File: config.mk
export PLATFORM = sky130hd
export DESIGN_NAME = touch_keypad_calculator
export DESIGN_NICKNAME = d
export VERILOG_FILES = /design/src/rtl/core/tkc_pkg.sv /design/src/rtl/core/touch_keypad_calculator.sv
export SDC_FILE = /design/constraint.sdc
export NUM_CORES = 1
export LEC_CHECK = 0
export BUFFER_PORTS_ARGS = -buffer_cell sky130_fd_sc_hd__buf_2
export CAP_MARGIN = 5
export CORE_AREA = 4 4 208 210
export CTS_CLUSTER_SIZE = 10
export DETAILED_ROUTE_END_ITERATION = 10
export DIE_AREA = 0 0 212 214
export PLACE_DENSITY_LB_ADDON = 0.12
export SYNTH_ARGS = -nofsm -noshare
export SYNTH_HDL_FRONTEND = slang
export SYNTH_SLANG_ARGS = --single-unit
File: constraint.sdc
create_clock -name clk_i -period 4.3 [get_ports clk_i]
set_input_delay 0.215 -clock clk_i [delete_from_list [all_inputs] [get_ports clk_i]]
set_output_delay 0.215 -clock clk_i [all_outputs]
set_load 0.01 [all_outputs]
File: src/rtl/core/tkc_pkg.sv
// ----------------------------------------------------------------------------
// tkc_pkg: shared types and constants of the touch keypad calculator
// Key codes, payload structs, FSM/operation/display enums, and the touch-zone
// decoder for the fixed 4x4 button grid plus the clear zone.
// ----------------------------------------------------------------------------
`timescale 1ns / 1ps
`default_nettype none

package tkc_pkg;

  // Key codes as seen on the result channel
  localparam logic [4:0] K_D9   = 5'd9;
  localparam logic [4:0] K_ADD  = 5'd10;
  localparam logic [4:0] K_SUB  = 5'd11;
  localparam logic [4:0] K_MUL  = 5'd12;
  localparam logic [4:0] K_DIV  = 5'd13;
  localparam logic [4:0] K_EQ   = 5'd14;
  localparam logic [4:0] K_CLR  = 5'd15;
  localparam logic [4:0] K_BACK = 5'd16;
  localparam logic [4:0] K_NONE = 5'd17;

  // Button grid bounds (strict on both sides)
  localparam logic [8:0] COL_LO [4] = '{9'd0,   9'd120, 9'd240, 9'd360};
  localparam logic [8:0] COL_HI [4] = '{9'd115, 9'd235, 9'd355, 9'd480};
  localparam logic [8:0] ROW_LO [4] = '{9'd88,  9'd146, 9'd204, 9'd262};
  localparam logic [8:0] ROW_HI [4] = '{9'd144, 9'd202, 9'd260, 9'd320};

  // Clear zone in the top right corner
  localparam logic [8:0] CLR_X_LO = 9'd400;
  localparam logic [8:0] CLR_X_HI = 9'd480;
  localparam logic [8:0] CLR_Y_LO = 9'd0;
  localparam logic [8:0] CLR_Y_HI = 9'd80;

  // Key per [column][row]
  localparam logic [4:0] GRID_KEYS [4][4] = '{
    '{5'd7,  5'd4,  5'd1,  5'd0},
    '{5'd8,  5'd5,  5'd2,  K_BACK},
    '{5'd9,  5'd6,  5'd3,  K_ADD},
    '{K_DIV, K_MUL, K_SUB, K_EQ}
  };

  typedef enum logic [2:0] {
    OP_NONE = 3'd0,
    OP_ADD  = 3'd1,
    OP_SUB  = 3'd2,
    OP_MUL  = 3'd3,
    OP_DIV  = 3'd4
  } op_e;

  typedef enum logic [1:0] {
    MODE_NONE  = 2'd0,
    MODE_SHOW  = 2'd1,
    MODE_BLANK = 2'd2
  } mode_e;

  typedef enum logic [2:0] {
    ST_IDLE,
    ST_EXEC,
    ST_MUL,
    ST_DIV,
    ST_DIVFIX,
    ST_DONE
  } state_e;

  typedef struct packed {
    logic [8:0] touch_x;
    logic [8:0] touch_y;
  } in_item_t;

  typedef struct packed {
    logic [4:0]         key_code;
    logic [1:0]         show_mode;
    logic signed [31:0] display_value;
    logic               leave_page;
    logic               div_by_zero;
  } out_item_t;

  // Touch coordinate to key code; zones never overlap
  function automatic logic [4:0] decode_key(input logic [8:0] x, input logic [8:0] y);
    logic [4:0] k;
    k = K_NONE;
    if (x > CLR_X_LO && x < CLR_X_HI && y > CLR_Y_LO && y < CLR_Y_HI) begin
      k = K_CLR;
    end else begin
      for (int c = 0; c < 4; c++) begin
        for (int r = 0; r < 4; r++) begin
          if (x > COL_LO[c] && x < COL_HI[c] && y > ROW_LO[r] && y < ROW_HI[r]) begin
            k = GRID_KEYS[c][r];
          end
        end
      end
    end
    return k;
  endfunction

endpackage

`default_nettype wire

File: src/rtl/core/touch_keypad_calculator.sv
// ----------------------------------------------------------------------------
// touch_keypad_calculator: four-function calculator behind a touch keypad
// Decodes touch coordinates into keys, enters decimal operands and computes
// add and subtract directly, and multiply and signed divide with a shared bit-serial engine.
// ----------------------------------------------------------------------------
// Usage:
//   Input channel (in_valid_i / in_stall_o / in_i) carries one touch
//   coordinate pair per transfer. Output channel (out_valid_o / out_stall_i /
//   out_o) carries exactly one result per input transfer, in order.
//   One item is worked on at a time; in_stall_o is low only while idle.
//   Steps from input transfer to result valid, by key:
//     operator, equals add/sub/none, divide by zero, clear, back, no key:
//       execute, then done; digit key: serial x10 over the bits of ten
//     equals multiply: one multiplier bit per cycle, ends early once the
//       remaining bits are zero
//     equals divide: restoring divider, one quotient bit per cycle, then
//       the quotient sign is applied
//   The block returns to idle before it takes the next input transfer, so
//   the shift-add/subtract engine sets the rate for multiply or divide.
//   Reset clears operands, result, operation and entry mode to zero.
//   A stalled result is held in the output register; the next input is
//   taken once the current item's result has been loaded there.
// ----------------------------------------------------------------------------
`timescale 1ns / 1ps
`default_nettype none

module touch_keypad_calculator
  import tkc_pkg::*;
#(
  parameter int VALUE_WIDTH = 32
) (
  input  wire logic      clk_i,
  input  wire logic      rst_ni,
  input  wire logic      in_valid_i,
  output logic           in_stall_o,
  input  wire in_item_t  in_i,
  output logic           out_valid_o,
  input  wire logic      out_stall_i,
  output out_item_t      out_o
);

  localparam int W    = VALUE_WIDTH;
  localparam int CntW = $clog2(VALUE_WIDTH + 1);

  // Architectural state
  logic [W-1:0] first_q, first_d;
  logic [W-1:0] second_q, second_d;
  logic [W-1:0] result_q, result_d;
  op_e          op_q, op_d;
  logic         entering_q, entering_d;

  // Per-item control
  state_e       state_q, state_d;
  logic [4:0]   key_q, key_d;
  mode_e        mode_q, mode_d;
  logic         dz_q, dz_d;
  logic         neg_q, neg_d;
  logic [W-1:0] val_q, val_d;

  // Serial engine: accumulator/remainder, shifting operands, bit counter
  logic [W-1:0]    acc_q, acc_d;
  logic [W-1:0]    opa_q, opa_d;
  logic [W-1:0]    opb_q, opb_d;
  logic [CntW-1:0] cnt_q, cnt_d;

  // Output register
  logic      out_valid_q, out_valid_d;
  out_item_t out_q, out_d;
  logic      out_load;

  // Engine arithmetic
  logic [W-1:0] add_sum;
  logic [W-1:0] sub_diff;
  logic [W-1:0] mag_a;
  logic [W-1:0] mag_b;
  logic [W-1:0] div_trial;
  logic [W:0]   div_diff;
  logic [W-1:0] quot;
  logic         key_is_digit;

  assign add_sum      = first_q + second_q;
  assign sub_diff     = first_q - second_q;
  assign mag_a        = first_q[W-1] ? (W'(0) - first_q) : first_q;
  assign mag_b        = second_q[W-1] ? (W'(0) - second_q) : second_q;
  assign div_trial    = {acc_q[W-2:0], opa_q[W-1]};
  assign div_diff     = {1'b0, div_trial} - {1'b0, opb_q};
  assign quot         = neg_q ? (W'(0) - opa_q) : opa_q;
  assign key_is_digit = (key_q <= K_D9);

  // Next state
  always_comb begin
    state_d = state_q;
    unique case (state_q)
      ST_IDLE: begin
        if (in_valid_i) state_d = ST_EXEC;
      end
      ST_EXEC: begin
        state_d = ST_DONE;
        if (key_is_digit) begin
          state_d = ST_MUL;
        end else if (key_q == K_EQ && op_q == OP_MUL) begin
          state_d = ST_MUL;
        end else if (key_q == K_EQ && op_q == OP_DIV && second_q != '0) begin
          state_d = ST_DIV;
        end
      end
      ST_MUL: begin
        if (opb_q == '0) state_d = ST_DONE;
      end
      ST_DIV: begin
        if (cnt_q == CntW'(1)) state_d = ST_DIVFIX;
      end
      ST_DIVFIX: begin
        state_d = ST_DONE;
      end
      ST_DONE: begin
        if (!out_valid_q || !out_stall_i) state_d = ST_IDLE;
      end
      default: state_d = ST_IDLE;
    endcase
  end

  // FSM outputs
  always_comb begin
    in_stall_o = (state_q != ST_IDLE);
    out_load   = (state_q == ST_DONE) && (!out_valid_q || !out_stall_i);
  end

  // Datapath
  always_comb begin
    first_d    = first_q;
    second_d   = second_q;
    result_d   = result_q;
    op_d       = op_q;
    entering_d = entering_q;
    key_d      = key_q;
    mode_d     = mode_q;
    dz_d       = dz_q;
    neg_d      = neg_q;
    val_d      = val_q;
    acc_d      = acc_q;
    opa_d      = opa_q;
    opb_d      = opb_q;
    cnt_d      = cnt_q;

    case (state_q)
      // capture the decoded key
      ST_IDLE: begin
        if (in_valid_i) begin
          key_d  = decode_key(in_i.touch_x, in_i.touch_y);
          dz_d   = 1'b0;
          mode_d = MODE_NONE;
          val_d  = '0;
        end
      end

      // act on the key, set up the serial engine where needed
      ST_EXEC: begin
        unique case (key_q) inside
          [5'd0:K_D9]: begin
            opa_d  = entering_q ? second_q : first_q;
            opb_d  = W'(10);
            acc_d  = W'(key_q[3:0]);
            mode_d = MODE_SHOW;
          end
          K_ADD, K_SUB, K_MUL, K_DIV: begin
            op_d       = op_e'(3'(key_q - K_ADD) + 3'd1);
            entering_d = 1'b1;
            mode_d     = MODE_BLANK;
          end
          K_EQ: begin
            entering_d = 1'b0;
            mode_d     = MODE_SHOW;
            val_d      = result_q;
            case (op_q)
              OP_ADD: begin
                result_d = add_sum;
                val_d    = add_sum;
              end
              OP_SUB: begin
                result_d = sub_diff;
                val_d    = sub_diff;
              end
              OP_MUL: begin
                opa_d = first_q;
                opb_d = second_q;
                acc_d = '0;
              end
              OP_DIV: begin
                if (second_q == '0) begin
                  dz_d = 1'b1;
                end else begin
                  opa_d = mag_a;
                  opb_d = mag_b;
                  acc_d = '0;
                  neg_d = first_q[W-1] ^ second_q[W-1];
                  cnt_d = CntW'(VALUE_WIDTH);
                end
              end
              default: ;
            endcase
          end
          K_CLR: begin
            first_d    = '0;
            second_d   = '0;
            result_d   = '0;
            op_d       = OP_NONE;
            entering_d = 1'b0;
            mode_d     = MODE_SHOW;
            val_d      = '0;
          end
          default: begin
            mode_d = MODE_NONE;
          end
        endcase
      end

      // shift-add multiply, LSB of opb first
      ST_MUL: begin
        if (opb_q == '0) begin
          val_d = acc_q;
          if (key_q == K_EQ) begin
            result_d = acc_q;
          end else if (entering_q) begin
            second_d = acc_q;
          end else begin
            first_d = acc_q;
          end
        end else begin
          if (opb_q[0]) acc_d = acc_q + opa_q;
          opa_d = {opa_q[W-2:0], 1'b0};
          opb_d = {1'b0, opb_q[W-1:1]};
        end
      end

      // restoring divide of magnitudes, one quotient bit per cycle
      ST_DIV: begin
        cnt_d = cnt_q - CntW'(1);
        if (!div_diff[W]) begin
          acc_d = div_diff[W-1:0];
          opa_d = {opa_q[W-2:0], 1'b1};
        end else begin
          acc_d = div_trial;
          opa_d = {opa_q[W-2:0], 1'b0};
        end
      end

      // apply the quotient sign
      ST_DIVFIX: begin
        result_d = quot;
        val_d    = quot;
      end

      default: ;
    endcase
  end

  // Output register next value
  always_comb begin
    out_valid_d = out_valid_q;
    out_d       = out_q;
    if (out_load) begin
      out_valid_d           = 1'b1;
      out_d.key_code        = key_q;
      out_d.show_mode       = mode_q;
      out_d.display_value   = (mode_q == MODE_SHOW) ? 32'($signed(val_q)) : 32'sd0;
      out_d.leave_page      = (key_q == K_BACK);
      out_d.div_by_zero     = dz_q;
    end else if (out_valid_q && !out_stall_i) begin
      out_valid_d = 1'b0;
    end
  end

  // Control and architectural state
  always_ff @(posedge clk_i or negedge rst_ni) begin
    if (!rst_ni) begin
      state_q     <= ST_IDLE;
      first_q     <= '0;
      second_q    <= '0;
      result_q    <= '0;
      op_q        <= OP_NONE;
      entering_q  <= 1'b0;
      out_valid_q <= 1'b0;
    end else begin
      state_q     <= state_d;
      first_q     <= first_d;
      second_q    <= second_d;
      result_q    <= result_d;
      op_q        <= op_d;
      entering_q  <= entering_d;
      out_valid_q <= out_valid_d;
    end
  end

  // Payload and engine registers
  always_ff @(posedge clk_i) begin
    key_q  <= key_d;
    mode_q <= mode_d;
    dz_q   <= dz_d;
    neg_q  <= neg_d;
    val_q  <= val_d;
    acc_q  <= acc_d;
    opa_q  <= opa_d;
    opb_q  <= opb_d;
    cnt_q  <= cnt_d;
    out_q  <= out_d;
  end

  assign out_valid_o = out_valid_q;
  assign out_o       = out_q;

  // Checks
  a_load_from_done: assert property (@(posedge clk_i) disable iff (!rst_ni)
    $rose(out_valid_q) |-> $past(state_q == ST_DONE))
    else $error("result loaded outside the done state");

  a_dz_only_equals: assert property (@(posedge clk_i) disable iff (!rst_ni)
    out_valid_q |-> (!out_q.div_by_zero || out_q.key_code == K_EQ))
    else $error("divide-by-zero flag on a key other than equals");

  a_leave_back: assert property (@(posedge clk_i) disable iff (!rst_ni)
    out_valid_q |-> (out_q.leave_page == (out_q.key_code == K_BACK)))
    else $error("leave flag does not match the back key");

  a_div_count: assert property (@(posedge clk_i) disable iff (!rst_ni)
    state_q == ST_DIV |-> cnt_q != '0)
    else $error("divider ran past its last bit");

  a_div_entry: assert property (@(posedge clk_i) disable iff (!rst_ni)
    (state_q == ST_DIV && $past(state_q) == ST_EXEC) |-> opb_q != '0)
    else $error("divider started with a zero divisor");

endmodule

`default_nettype wire
==> run metrics <==
status complete, no violations; Arr. time, crit path 4550 ps; Final HPWL DP 50.0 mm; mean routed wirelength per cell 21.3 um; Mapped Area 20500 um^2; Hold Crit Depth 3; logic gate share of total power 0.630; WL final 64.6 mm; reg2reg end val_q[30]; fillers 3654; critical path type register to register; Worst EP required 4570 ps; multiplexer share of the synthesized area 0.00841; IO buf count 64; final estimated routing congestion in global placement 0.975; Crit. End Element register; RSZ-0062 raised after global routing true; Cell Int Power 0.0116 W; worst skew pair latency 540 ps; total number of vias 18500; Place WS -153 ps; clock root buffer clkbuf_16; CP startpoint kind register; Std-Cell Rows 75; adder-cell share of the synthesized area 0.0663; Synth Area in XOR/XNOR 0.0691; Post-synth top flop edfxtp_1; Min-Delay Path Class input port to register; mean area per synthesized cell 8.79 um^2; Die ar. 45400 um^2; total congestion overflow 0; largest net degree at the start of global routing 65; crit path launch second_q[2]; Cells after Synth 2336; flop-to-flop setup slack 20 ps; Detail Route Antenna Nets 0; largest family of logic cells by synthesized area compound AO/OA/AOI/OAI gates; Min Clock Period, post-route 4280 ps; Tightest Pin Transition 1230 ps; Final Hold Slack 165 ps; GRT Util Overall 0.275; dpl cell area 22100 um^2; Final setup viols 0; VDD IR max 0.539 mV; #FFs+latches synth 288; FF-to-FF Start second_q[2]; cell area after layout 23600 um^2; I/O pin count 65; switch share 0.443; Final #Nets 2590; Clock transition at path regs 60 ps; Worst Clk Skew 22.2 ps; Yosys cell types 81; core area 41600 um^2; proportion of power drawn by flip-flops and latches 0.232; final slew viol count 0; CTS tree done; fmax 0.234 GHz; Fin. Hold Viols 0; H-tree Lvls 2; share of layout cells above drive strength 1 0.136; worst setup margin 23.2 ps; number of synthesized flops with an enable pin 184; CTS buffer count 36; antenna fix cells 0; Hold Startpoint in_valid_i; most common library cell in the layout ignoring fill and taps nand2_1; DRC errors left 0; DIE HEIGHT 214 um; static leakage 9.64 nW; Compound-Gate Fraction of Synth Area 0.247; Die X 212 um; Seq/Total Area, Yosys 0.396; post-synthesis simple-gate area fraction 0.178; first-pass GRT wire length 99.1 mm; Slew headroom 0.179; Final period util 0.995; Clk network pwr share 0.138; Syn Nets 2465; cells on worst reg2reg path 17; Detailed Routing Iterations Pass 1 5; Worst Hold Path EP state_q[0]; vias in the first global route 17300; # Max-Cap Violations 0; Area growth syn-to-layout 15.0%; P_sw 0.00926 W; DRT iter0 DRCs 1621; Initial Util 0.494; via-per-instance ratio 6.12; asr flop ratio synth 0.361; Pwr Density 884 nW/um^2; most frequent cells in the layout 291 x nand2_1, 239 x o21ai_0, 184 x edfxtp_1, 155 x nor2_1, 152 x a21oi_1; Sink Count 288; initial antenna violation count 0; synthesis warning total 0; CTS max path bufs 3; critical-path maximum fanout 4
==> per-stage QoR <==
step	utilization	setup TNS (ps)	power, W	std cells
floorplan	-	0	0.0131	2336
global placement	0.532	-282	0.0167	2938
detailed placement	0.532	-661	0.0169	2938
CTS	0.563	0	0.0203	3022
global route	0.568	-490	0.0223	3028
finish	0.568	0	0.0209	3028
==> cells in the mapped netlist, types with 30 or more instances <==
| library cell | count | area share |
|---|---|---|
| nand2_1 | 293 | 0.054 |
| o21ai_0 | 242 | 0.059 |
| edfxtp_1 | 184 | 0.27 |
| a21oi_1 | 162 | 0.039 |
| nor2_1 | 161 | 0.029 |
| clkbuf_1 | 115 | 0.021 |
| dfrtp_1 | 104 | 0.13 |
| ha_1 | 104 | 0.063 |
| xnor2_1 | 91 | 0.039 |
| xor2_1 | 71 | 0.030 |
| inv_1 | 70 | 0.013 |
| a21o_1 | 66 | 0.024 |
| nor3_1 | 49 | 0.012 |
| o22ai_1 | 46 | 0.014 |
| and2_1 | 45 | 0.014 |
| nand3_1 | 42 | 0.010 |
| o31ai_1 | 38 | 0.014 |
| a31oi_1 | 30 | 0.0091 |
==> routing by layer <==
metal	part of all wire	routed length [um]	GRT usage	vias to the layer above
li1	-	-	-	8900
met1	0.46	29700	0.413	8809
met2	0.43	27800	0.406	728
met3	0.081	5250	0.0504	98
met4	0.030	1920	0.0802	0
met5	0	0	0	-
==> power groups by stage <==
stage / registers, W / clock network (W) / logic (W)
finish: 0.00484 / 0.00288 / 0.0132
global route: 0.00494 / 0.00305 / 0.0144
global placement: 0.00485 / 0 / 0.0118
floorplan: 0.00472 / 0 / 0.00837
CTS: 0.00483 / 0.00293 / 0.0125
detailed placement: 0.00487 / 0 / 0.0120
==> worst max-delay path, stage by stage, from the launching register on <==
cell,delay [ps]
dfrtp_1,400
nor3_4,210
nand4_1,190
or3_1,360
or3_1,330
nand2_1,90
xor2_1,150
ha_1,250
and3_1,180
a21oi_2,160
a21boi_0,200
buf_4,160
nand4_1,130
a32oi_2,280
o21bai_1,130
a311oi_1,330
xnor2_1,140
a221o_1,310
==> worst max path at each step <==
stage                     end  slack (ps)
floorplan           val_q[29]          10
global placement    val_q[30]         -90
detailed placement  val_q[31]        -150
CTS                 val_q[30]          20
global route        val_q[30]        -220
finish              val_q[30]          20
==> what timing repair did <==
item | CTS | global route
hold buffers | 2 | 0
buffers inserted | 16 | 7
hold endpoints to repair | 28 | 0
pin swaps | 6 | 19
gates resized for setup | 14 | 33
setup endpoints to repair | 8 | 20
==> layout make-up <==
class,count,area [um^2],share of cell area
Clock inverter,4,26.3,0.00111
Sequential cell,288,8130,0.344
Multi-Input combinational cell,1853,12000,0.508
Timing Repair Buffer,210,1440,0.0611
Inverter,72,270,0.0114
Clock buffer,62,1080,0.0458
Tap cell,539,674,0.0286
==> flip-flops by register name, summed over array words and instances (netlist names) <==
name / count
dz_q: 1
entering_q: 1
val_q: 32
neg_q: 1
key_q: 5
acc_q: 32
result_q: 32
mode_q: 2
opa_q: 32
out_valid_o: 1
out_o: 41
opb_q: 32
first_q: 32
cnt_q: 6
op_q: 3
state_q: 3
second_q: 32
==> logic make-up (layout without fill, tap and decap cells) <==
logic type                 after synthesis  after routing
AOI/OAI and AO/OA                      802            802
and+or+nand+nor                        765            765
DFF                                    288            288
buffers and inverters                  195            348
xor gates and xnor gates               162            162
adders and majority gates              107            107
muxes                                   17             17
Power figures use the tool's default switching activity.
